$ cat src/rtl/core/slid_pkg.sv
`default_nettype none

package slid_pkg;

  // Default number of stored entries.
  localparam int unsigned CAPACITY_DEF = 16;

  localparam int unsigned OP_W    = 2;
  localparam int unsigned VAL_W   = 32;
  localparam int unsigned STAT_W  = 3;
  localparam int unsigned COUNT_W = 5;

  typedef enum logic [OP_W-1:0] {
    OP_INSERT = 2'd0,
    OP_DELETE = 2'd1,
    OP_DUMP   = 2'd2,
    OP_NONE   = 2'd3
  } op_t;

  typedef enum logic [STAT_W-1:0] {
    ST_INSERTED = 3'd0,
    ST_FULL     = 3'd1,
    ST_DELETED  = 3'd2,
    ST_NOTFOUND = 3'd3,
    ST_DUMP     = 3'd4,
    ST_EMPTY    = 3'd5
  } status_t;

  // Commands from the controller to the datapath.
  typedef struct packed {
    logic    load;       // capture the input item
    logic    rd_below;   // read the entry just below the insert slot
    logic    rd_idx;     // read the entry at the scan index
    logic    ins_step;   // move the read entry up into the insert slot
    logic    ins_place;  // write the operand into the insert slot
    logic    del_keep;   // compact the read entry down, advance
    logic    del_drop;   // drop the read entry, advance
    logic    del_done;   // commit the compacted count
    logic    dmp_next;   // advance the dump index
    logic    emit;       // load the result register
    status_t emit_status;
  } slid_cmd_t;

  // Status from the datapath to the controller.
  typedef struct packed {
    op_t  op;
    logic full;
    logic empty;
    logic idx_zero;
    logic idx_end;
    logic idx_last;
    logic key_ge;
    logic match;
    logic found;
    logic out_free;
  } slid_stat_t;

endpackage

`default_nettype wire

$ cat src/rtl/core/slid_ram.sv
`default_nettype none

module slid_ram #(
  parameter int unsigned WIDTH = 32,
  parameter int unsigned DEPTH = 16
) (
  input  wire logic                     clk,
  input  wire logic                     wr_en,
  input  wire logic [$clog2(DEPTH)-1:0] wr_addr,
  input  wire logic [WIDTH-1:0]         wr_data,
  input  wire logic                     rd_en,
  input  wire logic [$clog2(DEPTH)-1:0] rd_addr,
  output logic      [WIDTH-1:0]         rd_data
);

  logic [WIDTH-1:0] mem_r [DEPTH];

  always_ff @(posedge clk) begin
    if (wr_en) begin
      mem_r[wr_addr] <= wr_data;
    end
    // Read data holds until the next read.
    if (rd_en) begin
      rd_data <= mem_r[rd_addr];
    end
  end

endmodule

`default_nettype wire

$ cat src/rtl/core/slid_ctrl.sv
`default_nettype none

module slid_ctrl
  import slid_pkg::*;
(
  input  wire logic       clk,
  input  wire logic       rst_n,
  input  wire logic       in_fire,
  output logic            in_ready,
  input  wire slid_stat_t stat,
  output slid_cmd_t       cmd
);

  typedef enum logic [7:0] {
    S_IDLE    = 8'b0000_0001,
    S_START   = 8'b0000_0010,
    S_INS_RD  = 8'b0000_0100,
    S_INS_CMP = 8'b0000_1000,
    S_DEL_RD  = 8'b0001_0000,
    S_DEL_CMP = 8'b0010_0000,
    S_DMP_RD  = 8'b0100_0000,
    S_DMP_OUT = 8'b1000_0000
  } state_t;

  state_t state_r, state_nxt;

  assign in_ready = (state_r == S_IDLE);

  always_comb begin
    state_nxt = state_r;
    cmd       = '0;
    cmd.emit_status = ST_INSERTED;
    unique case (state_r)
      S_IDLE: begin
        if (in_fire) begin
          cmd.load  = 1'b1;
          state_nxt = S_START;
        end
      end
      S_START: begin
        unique case (stat.op)
          OP_INSERT: begin
            if (!stat.full) begin
              state_nxt = S_INS_RD;
            end else if (stat.out_free) begin
              cmd.emit        = 1'b1;
              cmd.emit_status = ST_FULL;
              state_nxt       = S_IDLE;
            end
          end
          OP_DELETE: state_nxt = S_DEL_RD;
          OP_DUMP: begin
            if (!stat.empty) begin
              state_nxt = S_DMP_RD;
            end else if (stat.out_free) begin
              cmd.emit        = 1'b1;
              cmd.emit_status = ST_EMPTY;
              state_nxt       = S_IDLE;
            end
          end
          default: state_nxt = S_IDLE;
        endcase
      end
      S_INS_RD: begin
        if (!stat.idx_zero) begin
          cmd.rd_below = 1'b1;
          state_nxt    = S_INS_CMP;
        end else if (stat.out_free) begin
          cmd.ins_place   = 1'b1;
          cmd.emit        = 1'b1;
          cmd.emit_status = ST_INSERTED;
          state_nxt       = S_IDLE;
        end
      end
      S_INS_CMP: begin
        // Entries not below the operand move up one slot.
        if (stat.key_ge) begin
          cmd.ins_step = 1'b1;
          state_nxt    = S_INS_RD;
        end else if (stat.out_free) begin
          cmd.ins_place   = 1'b1;
          cmd.emit        = 1'b1;
          cmd.emit_status = ST_INSERTED;
          state_nxt       = S_IDLE;
        end
      end
      S_DEL_RD: begin
        if (!stat.idx_end) begin
          cmd.rd_idx = 1'b1;
          state_nxt  = S_DEL_CMP;
        end else if (stat.out_free) begin
          cmd.del_done    = 1'b1;
          cmd.emit        = 1'b1;
          cmd.emit_status = stat.found ? ST_DELETED : ST_NOTFOUND;
          state_nxt       = S_IDLE;
        end
      end
      S_DEL_CMP: begin
        if (stat.match) begin
          cmd.del_drop = 1'b1;
        end else begin
          cmd.del_keep = 1'b1;
        end
        state_nxt = S_DEL_RD;
      end
      S_DMP_RD: begin
        cmd.rd_idx = 1'b1;
        state_nxt  = S_DMP_OUT;
      end
      S_DMP_OUT: begin
        if (stat.out_free) begin
          cmd.emit        = 1'b1;
          cmd.emit_status = ST_DUMP;
          cmd.dmp_next    = 1'b1;
          state_nxt       = stat.idx_last ? S_IDLE : S_DMP_RD;
        end
      end
      default: state_nxt = S_IDLE;
    endcase
  end

  always_ff @(posedge clk) begin
    if (!rst_n) begin
      state_r <= S_IDLE;
    end else begin
      state_r <= state_nxt;
    end
  end

endmodule

`default_nettype wire

$ cat src/rtl/core/slid_dpath.sv
`default_nettype none

module slid_dpath
  import slid_pkg::*;
#(
  parameter int unsigned CAPACITY = CAPACITY_DEF
) (
  input  wire logic                    clk,
  input  wire logic                    rst_n,
  input  wire op_t                     in_op,
  input  wire logic signed [VAL_W-1:0] in_value,
  input  wire slid_cmd_t               cmd,
  output slid_stat_t                   stat,
  output logic                         out_valid,
  input  wire logic                    out_ready,
  output status_t                      out_status,
  output logic signed [VAL_W-1:0]      out_value,
  output logic        [COUNT_W-1:0]    out_count,
  output logic                         out_last
);

  localparam int unsigned AW    = $clog2(CAPACITY);
  localparam int unsigned CNT_W = $clog2(CAPACITY + 1);

  op_t                     op_r;
  logic signed [VAL_W-1:0] val_r;
  logic [CNT_W-1:0]        idx_r, idx_nxt;
  logic [CNT_W-1:0]        kept_r;
  logic                    found_r;
  logic [CNT_W-1:0]        total_r, total_nxt;
  logic [CNT_W-1:0]        idx_dec, idx_inc;
  logic [CNT_W+COUNT_W-1:0] count_ext;

  logic                    out_valid_r;
  status_t                 out_status_r;
  logic signed [VAL_W-1:0] out_value_r;
  logic [COUNT_W-1:0]      out_count_r;
  logic                    out_last_r;

  logic             ram_we, ram_re;
  logic [AW-1:0]    ram_waddr, ram_raddr;
  logic [VAL_W-1:0] ram_wdata, ram_rdata;
  logic             is_last;

  slid_ram #(
    .WIDTH (VAL_W),
    .DEPTH (CAPACITY)
  ) u_ram (
    .clk     (clk),
    .wr_en   (ram_we),
    .wr_addr (ram_waddr),
    .wr_data (ram_wdata),
    .rd_en   (ram_re),
    .rd_addr (ram_raddr),
    .rd_data (ram_rdata)
  );

  assign idx_dec = idx_r - CNT_W'(1);
  assign idx_inc = idx_r + CNT_W'(1);
  assign is_last = (idx_inc == total_r);

  // Memory port steering.
  always_comb begin
    ram_re    = cmd.rd_below | cmd.rd_idx;
    ram_raddr = cmd.rd_below ? idx_dec[AW-1:0] : idx_r[AW-1:0];
    ram_we    = cmd.ins_step | cmd.ins_place | cmd.del_keep;
    ram_waddr = cmd.del_keep ? kept_r[AW-1:0] : idx_r[AW-1:0];
    ram_wdata = cmd.ins_place ? val_r : ram_rdata;
  end

  always_comb begin
    total_nxt = total_r;
    if (cmd.ins_place) begin
      total_nxt = total_r + CNT_W'(1);
    end else if (cmd.del_done) begin
      total_nxt = kept_r;
    end
  end

  always_comb begin
    idx_nxt = idx_r;
    if (cmd.load) begin
      idx_nxt = (in_op == OP_INSERT) ? total_r : '0;
    end else if (cmd.ins_step) begin
      idx_nxt = idx_dec;
    end else if (cmd.del_keep || cmd.del_drop || cmd.dmp_next) begin
      idx_nxt = idx_inc;
    end
  end

  assign count_ext = {{COUNT_W{1'b0}}, total_nxt};

  always_ff @(posedge clk) begin
    idx_r <= idx_nxt;
    if (cmd.load) begin
      op_r    <= in_op;
      val_r   <= in_value;
      kept_r  <= '0;
      found_r <= 1'b0;
    end else begin
      if (cmd.del_keep) begin
        kept_r <= kept_r + CNT_W'(1);
      end
      if (cmd.del_drop) begin
        found_r <= 1'b1;
      end
    end
    if (cmd.emit) begin
      out_status_r <= cmd.emit_status;
      out_value_r  <= (cmd.emit_status == ST_DUMP) ? $signed(ram_rdata) : '0;
      out_count_r  <= count_ext[COUNT_W-1:0];
      out_last_r   <= (cmd.emit_status != ST_DUMP) || is_last;
    end
  end

  always_ff @(posedge clk) begin
    if (!rst_n) begin
      total_r     <= '0;
      out_valid_r <= 1'b0;
    end else begin
      total_r <= total_nxt;
      if (cmd.emit) begin
        out_valid_r <= 1'b1;
      end else if (out_ready) begin
        out_valid_r <= 1'b0;
      end
    end
  end

  always_comb begin
    stat.op       = op_r;
    stat.full     = (total_r == CNT_W'(CAPACITY));
    stat.empty    = (total_r == '0);
    stat.idx_zero = (idx_r == '0);
    stat.idx_end  = (idx_r == total_r);
    stat.idx_last = is_last;
    stat.key_ge   = ($signed(ram_rdata) >= val_r);
    stat.match    = (ram_rdata == val_r);
    stat.found    = found_r;
    stat.out_free = !out_valid_r || out_ready;
  end

  assign out_valid  = out_valid_r;
  assign out_status = out_status_r;
  assign out_value  = out_value_r;
  assign out_count  = out_count_r;
  assign out_last   = out_last_r;

endmodule

`default_nettype wire

$ cat src/rtl/core/sorted_list_insert_delete.sv
// Sorted list store. Holds up to CAPACITY signed 32-bit values in ascending
// order in a single-port-write, registered-read RAM.
// The input channel carries one command item: in_tuser holds the operation
// (insert, delete all equal, dump) and in_tdata the operand. The result
// channel carries status in out_tuser, the entry value and entry count in
// out_tdata, and out_tlast marks the final result of each command.
// An insert walks down from the top of the list: each step reads the entry
// below the insert slot, compares it and, if it is not below the operand,
// moves it up one slot; at a smaller entry or at the bottom the operand is
// written. A delete compacts the whole list, keeping every entry that does
// not match. A dump gives one result per stored entry.
// A full insert, an empty dump and an unused operation do not touch the RAM.
// Each entry visited takes one RAM read, and the read data is
// registered before the compare. Commands are handled one at a time; a new
// item is accepted as soon as the last result of the previous one sits in
// the output register, even if the receiver has not yet taken it.
// Reset empties the list; the RAM contents need no clearing. When the
// receiver stalls, the result register holds its item and the sequence
// pauses until it is taken.
`default_nettype none

module sorted_list_insert_delete
  import slid_pkg::*;
#(
  parameter int unsigned CAPACITY = CAPACITY_DEF
) (
  input  wire logic        clk,
  input  wire logic        rst_n,
  input  wire logic        in_tvalid,
  output logic             in_tready,
  input  wire logic [31:0] in_tdata,   // [31:0] operand_value
  input  wire logic [1:0]  in_tuser,   // [1:0] operation
  output logic             out_tvalid,
  input  wire logic        out_tready,
  output logic [39:0]      out_tdata,  // [31:0] entry_value, [36:32] entry_count
  output logic [2:0]       out_tuser,  // [2:0] status
  output logic             out_tlast
);

  slid_cmd_t               cmd;
  slid_stat_t              stat;
  logic                    in_fire;
  status_t                 res_status;
  logic signed [VAL_W-1:0] res_value;
  logic [COUNT_W-1:0]      res_count;

  // An item is taken only while the controller waits for a new command.
  assign in_fire = in_tvalid & in_tready;

  slid_ctrl u_ctrl (
    .clk      (clk),
    .rst_n    (rst_n),
    .in_fire  (in_fire),
    .in_ready (in_tready),
    .stat     (stat),
    .cmd      (cmd)
  );

  slid_dpath #(
    .CAPACITY (CAPACITY)
  ) u_dpath (
    .clk        (clk),
    .rst_n      (rst_n),
    .in_op      (op_t'(in_tuser)),
    .in_value   ($signed(in_tdata)),
    .cmd        (cmd),
    .stat       (stat),
    .out_valid  (out_tvalid),
    .out_ready  (out_tready),
    .out_status (res_status),
    .out_value  (res_value),
    .out_count  (res_count),
    .out_last   (out_tlast)
  );

  // Pack the result fields; the top three bits pad to a whole byte.
  assign out_tdata = {3'b000, res_count, res_value};
  assign out_tuser = res_status;

endmodule

`default_nettype wire
$ cat config.mk
export PLATFORM = sky130hd
export DESIGN_NAME = sorted_list_insert_delete
export DESIGN_NICKNAME = d
export VERILOG_FILES = /design/src/rtl/core/slid_pkg.sv /design/src/rtl/core/slid_ram.sv /design/src/rtl/core/slid_ctrl.sv /design/src/rtl/core/slid_dpath.sv /design/src/rtl/core/sorted_list_insert_delete.sv
export SDC_FILE = /design/constraint.sdc
export NUM_CORES = 1
export LEC_CHECK = 0
export BUFFER_PORTS_ARGS = -buffer_cell sky130_fd_sc_hd__buf_4
export CAP_MARGIN = 20
export CORE_UTILIZATION = 36
export DETAILED_ROUTE_END_ITERATION = 16
export HOLD_SLACK_MARGIN = 0.02
export PLACE_DENSITY_LB_ADDON = 0.1
export SYNTH_ARGS = -nofsm -noshare
export SYNTH_HDL_FRONTEND = slang
export SYNTH_SLANG_ARGS = --single-unit
$ cat constraint.sdc
create_clock -name clk -period 7.2 [get_ports clk]
set_clock_uncertainty 0.1 [all_clocks]
set_input_delay 0.72 -clock clk [delete_from_list [all_inputs] [get_ports clk]]
set_output_delay 0.72 -clock clk [all_outputs]
set_load 0.1 [all_outputs]
Yosys cells after proc, flatten, opt, wreduce, memory -nomap -nowiden

Memory sizes are Yosys's and may differ from the RTL's. A register that Yosys moved wholly into a read port is not among the register bits.
Index checks and enable logic that the tools add are counted.

Register bits: 100
RAM bits: 512
Bits of input ports: 38
Output and inout port bits: 46
Logic and storage cells: 107
Memories: 1

Add/sub/neg operators: 4
Magnitude comparators: 1
Equal/unequal tests: 18
Muxes and demuxes: 55
Bitwise logic cells: 4
Reductions and logical operators: 12

Memory list:

| memory              | depth | bits a word | rd ports | clocked after memory_dff | wr ports | line           | source |
|---|---|---|---|---|---|---|---|
| u_dpath.u_ram.mem_r | 16    | 32          | 1        | 1                        | 1        | slid_ram.sv:16 | `logic [WIDTH-1:0] mem_r [DEPTH];` |

Operator list:

| operator              | count |
|---|---|
| $mux W8               | 8 |
| $pmux W8 S8           | 1 |
| $mux W4               | 11 |
| $mux W5               | 7 |
| $eq A32 B32 Y1        | 1 |
| $ge A32 B32 Y1        | 1 |
| $mux W32              | 1 |
| $pmux W8 S3           | 1 |
| $mux W1               | 20 |
| $pmux W4 S5           | 1 |
| $add A5 B1 Y5 const B | 3 |
| $eq A5 B5 Y1          | 2 |
| $logic_not A5 Y1      | 2 |
| $eq A8 B1 Y1 const B  | 1 |
| $eq A8 B2 Y1 const B  | 1 |
| $eq A8 B3 Y1 const B  | 1 |
| $eq A8 B4 Y1 const B  | 1 |
| $eq A8 B5 Y1 const B  | 1 |
| $eq A8 B6 Y1 const B  | 1 |
| $eq A8 B7 Y1 const B  | 1 |
| $eq A8 B8 Y1 const B  | 1 |
| $pmux W4 S2           | 1 |
| $mux W7               | 1 |
| $eq A5 B5 Y1 const B  | 1 |
| other kinds (17)      | 24 |

Logic depth before layout (Yosys ltp)

Depth in word-level cells: 9
Mapped depth: 14
Mapped depth without buffers: 10

By module

Synthesis repeated with hierarchy kept, for this count alone.

Cell total of the unflattened synthesis: 1366
Area total of the unflattened synthesis: 25876.1 um^2

Modules (own cells, without submodules):

| module                    | times used | cells each | area an instance (um^2) | seq. area each (um^2) |
|---|---|---|---|---|
| slid_ram                  | 1          | 838        | 20155.6                 | 16335.7 |
| slid_dpath                | 1          | 410        | 4873.4                  | 2642.5 |
| slid_ctrl                 | 1          | 113        | 814.5                   | 160.2 |
| sorted_list_insert_delete | 1          | 5          | 32.5                    | 0.0 |

Worst setup path before layout

No wires, ideal clock.

Path type: reg2reg
Start point: reg u_dpath.u_ram.rd_data[5] (read register of u_dpath.u_ram.mem_r)
End point: reg u_dpath.out_count_r[0] (netlist: u_dpath.out_count[0]) (enable)
Library setup time: 0.453 ns
Arrival: 4.135 ns
Data required time: 6.647 ns
Slack: 2.512 ns
Stages on the path, launching flop included: 10
Path buffers: 0
Period minus slack after synthesis: 4.688 ns
Cells stage by stage: edfxtp_1 > ha_1 > a21oi_1 > o21ai_0 > a221o_1 > o31ai_1 > nand3_1 > o21ai_1 > nor3_1 > a21oi_1

RTL lines:

| what                 | line              | source |
|---|---|---|
| start, declared      | slid_ram.sv:13    | `output logic [WIDTH-1:0] rd_data` |
| end signal, assigned | slid_dpath.sv:111 | `out_count_r <= count_ext[COUNT_W-1:0];` |
| end, declared        | slid_dpath.sv:37  | `logic [COUNT_W-1:0] out_count_r;` |

Worst setup path in the final report

Start point: reg u_dpath.u_ram.rd_data[31] (read register of u_dpath.u_ram.mem_r)
End point: mem u_dpath.u_ram.mem_r[3][11] (enable)

Longest elaborated chain between the ends: 7
Elaborated cells between the ends (all ways): 13
Those cells by class: 1 x order compare; 1 x eq/ne; 9 x mux; 2 x bitwise

RTL lines:

| what                                          | line              | source |
|---|---|---|
| $ge A32 B32 Y1                                | slid_dpath.sv:137 | `stat.key_ge = ($signed(ram_rdata) >= val_r);` |
| $mux W1                                       | slid_ctrl.sv:77   | `if (stat.key_ge) begin` |
| $pmux W1 S2 / $mux W1 (equally long branches) | slid_ctrl.sv:33   | `unique case (state_r)` |
| $or A1 B1 Y1 (2 in a row)                     | slid_dpath.sv:66  | `ram_we = cmd.ins_step \| cmd.ins_place \| cmd.del_keep;` |
| $mux W1                                       | slid_ram.sv:19    | `if (wr_en) begin` |
| $mux W1 (not written as such)                 | slid_ram.sv:20    | `mem_r[wr_addr] <= wr_data;` |
| end, declared                                 | slid_ram.sv:16    |  |

Several ways; a longest one is shown, not always the timed one.

==> run metrics <==
met1 usage 25.0%; grt peak-use layer met2; Post-Synth XOR/XNOR Area 0.849%; worst slew pin tran 1.12 ns; peak supply drop 0.200 mV; Initial DRT Pass Iterations 4; Worst EP arrival 5.48 ns; # clock sinks 644; TritonCTS clock tree yes; area of the multi-input gates 0.00655 sq mm; area delta synth->final 17.4%; Yosys warning count 0; area share of and/or/nand/nor cells after synthesis 5.33%; Nets 1,722; cell count after placement 2,504; crit path cell chain ha_1 -> nand4_1 -> nor4_1 -> o31ai_1 -> a31oi_2 -> a2bb2oi_1 -> a32oi_1 -> nor2_4 -> buf_4; cell with the most instances after synthesis edfxtp_1; Reg2Reg Launch Point u_dpath.u_ram.rd_data[31]; R2R Setup Slk 1.93 ns; top cells by count, synth edfxtp_1, nand2_1, mux4_2; Core ar. 0.0716 sq mm; IO Pins 84; final setup vio count 0; Die Height 271 um; Compound-Gate Fraction of Synth Area 5.40%; part of the power in the clock network 36.6%; Pwr Density 324 mW/mm^2; setup TNS 0 ns; final count of hold timing violations 0; synthesized area 0.0261 sq mm; # DRC 0; DP HPWL 40,500 um; synthesized-area fraction occupied by adder cells 1.77%; required time of the critical path 7.41 ns; hold buffer count at cts 0; met2 Use GR 30.4%; Synth area leaders edfxtp_1, mux4_2, mux2i_1, nand2_1, ha_1; P_leak 10.3 nW; flip-flop and latch area 0.0191 sq mm; Post-DRT Antenna Nets 0; largest incremental delay on the critical path 0.98 ns; synth unique cells 69; met3 usage 2.76%; post-layout util 42.8%; Total GRT Usage 18.2%; hold path depth 1; Crit path max-delay family simple AND/OR/NAND/NOR gates; H-tree depth 3; cell taking the most area after synthesis edfxtp_1; Diodes inserted 0; via/cell ratio 5.20; Routed WL per cell 24.9 um; postcts setup bufs 0; largest net degree at the start of global routing 67; Initial Util 36.4%; WHS Endpoint u_dpath.val_r[11]; grt total ovfl 0; worst hold margin 0.178 ns; CP max FO 23; cell count of the worst reg-to-reg path 9; Post-Syn Instances 1,507; share of cells above drive strength 1 22.5%; CTS clock-pin slew for the worst setup and hold paths 0.06 ns; Max Cap Violations 0; Tmin final 5.27 ns; Buffers & Inverters on Critical Path 1; status finished, final reports clean; critical path class register to register; Max Freq 0.190 GHz; sequential-to-total area share from yosys stat 73.4%; largest family of logic cells by synthesized area multiplexers; startpoint type of the worst setup path register; Seq pwr share 42.9%; Core Rows 98; I/O Buffers 80; Worst setup EP type register; die width 271 um; iteration-0 DRC count of the detailed router 1,097; P_sw 2.83 mW; EDFF count, synth 624; RSZ-0062 raised after global routing false; worst-case clock buffer depth 3; Crit-path slowest cell nor4_1; Worst Hold Class input pin to register; Final Cycle Share 73.2%; clock buffers created by TritonCTS 74; Max Slew Vio Count 0; combinational group share of total power 20.5%; Mapped Avg Cell Area 17.3 sq um; Rel. slew slack 25.2%; fraction of synthesized area in multiplexers 10.9%; Fillers 6,414; Via Count 13,804; ys async rst share 0%; first-pass GRT wire length 98,000 um; P_int 7.10 mW; Main synth FF type edfxtp_1; vias in the first global route 14,364; capturing point of the worst reg2reg path u_dpath.u_ram.mem_r[3][11]; Sw Share 28.5%; Synth top area share 71.8%; routed wire length 66,100 um; register bit total from synthesis 644; PostCTS Resize Cnt 0; initial antenna violation count 0; Post-Layout Cell Count 2,656; hold path startpoint in_tdata[11]; clk_lat worst skew 0.62 ns; die area 0.0736 sq mm; PnR worst setup slack 1.93 ns; GP Congestion 0.780; pre-CTS setup slack 1.94 ns; root buffer cell clkbuf_16
layer usage:
layer	share of wire (%)	wire length, um	up-vias
li1	-	-	6270
met5	0	0	-
met4	1.6	1030	0
met3	3.8	2540	81
met1	45	29600	7176
met2	50	32900	277
worst max path at each step:
stage	cells after the start	start	slack, ns	to
2_1_floorplan	9	u_dpath.u_ram.rd_data[5]	2.51	u_dpath.out_count[0]
3_3_place_gp	8	u_dpath.u_ram.rd_data[31]	2.07	u_dpath.u_ram.mem_r[9][21]
3_5_place_dp	9	u_dpath.u_ram.rd_data[31]	1.94	u_dpath.u_ram.mem_r[3][6]
4_1_cts	9	u_dpath.u_ram.rd_data[31]	1.91	u_dpath.u_ram.mem_r[3][10]
5_1_grt	9	u_dpath.u_ram.rd_data[31]	1.60	u_dpath.u_ram.mem_r[3][11]
6_report	9	u_dpath.u_ram.rd_data[31]	1.93	u_dpath.u_ram.mem_r[3][11]
kinds of logic (layout without fill, tap and decap cells):
family / Yosys count / after routing
other: 1 / 3
DFF: 644 / 644
buffers and inverters: 131 / 328
AOI/OAI and AO/OA: 217 / 217
adders and majority gates: 37 / 37
muxes: 165 / 165
and+or+nand+nor: 291 / 291
xor gates and xnor gates: 21 / 21
layout make-up:
| cell class | count | share of cell area [%] |
|---|---|---|
| Sequential cell | 644 | 62.5 |
| Multi-Input combinational cell | 734 | 21.4 |
| Clock buffer | 84 | 6.31 |
| Timing Repair Buffer | 144 | 4.07 |
| Tap cell | 950 | 3.88 |
| Clock inverter | 51 | 1.31 |
| Inverter | 49 | 0.600 |
power by group through the flow:
| stage | clock [mW] | sequential [mW] | combinational, mW |
|---|---|---|---|
| 2_1_floorplan | 0 | 4.36 | 1.40 |
| 3_3_place_gp | 0 | 4.34 | 2.09 |
| 3_5_place_dp | 0 | 4.34 | 2.09 |
| 4_1_cts | 3.73 | 4.26 | 2.10 |
| 5_1_grt | 3.87 | 4.26 | 2.22 |
| 6_report | 3.63 | 4.26 | 2.04 |
placed cells by master (no fill, tap or decap), drive strengths merged, types with 22 or more instances in the layout:
| cell type | synthesis | layout |
|---|---|---|
| edfxtp | 624 | 624 |
| buf | 38 | 143 |
| nand2 | 126 | 126 |
| mux4 | 96 | 96 |
| o21ai | 88 | 88 |
| clkbuf | 44 | 85 |
| mux2i | 67 | 67 |
| inv | 49 | 53 |
| nor2 | 50 | 50 |
| clkinv | 0 | 40 |
| ha | 37 | 37 |
| o211ai | 35 | 35 |
| and2 | 34 | 34 |
| a32oi | 33 | 33 |
| a21oi | 22 | 22 |
flip-flops by register name (all words and copies together) (netlist names):
register and cells:
u_ctrl.state_r 8, u_dpath.found_r 1, u_dpath.idx_r 5, u_dpath.kept_r 5, u_dpath.op_r 2, u_dpath.out_count 5
u_dpath.out_last 1, u_dpath.out_status 3, u_dpath.out_valid 1, u_dpath.out_value 32, u_dpath.total_r 5, u_dpath.u_ram.mem_r 512
u_dpath.u_ram.rd_data 32, u_dpath.val_r 32
stage by stage:
| step | power [mW] | cell area [sq um] |
|---|---|---|
| after floorplan | 5.76 | 26100 |
| after global placement | 6.43 | 28000 |
| after detailed placement | 6.43 | 28200 |
| after CTS | 10.1 | 30500 |
| after global routing | 10.4 | 30600 |
| final | 9.93 | 30600 |
Power figures use the tool's default switching activity.
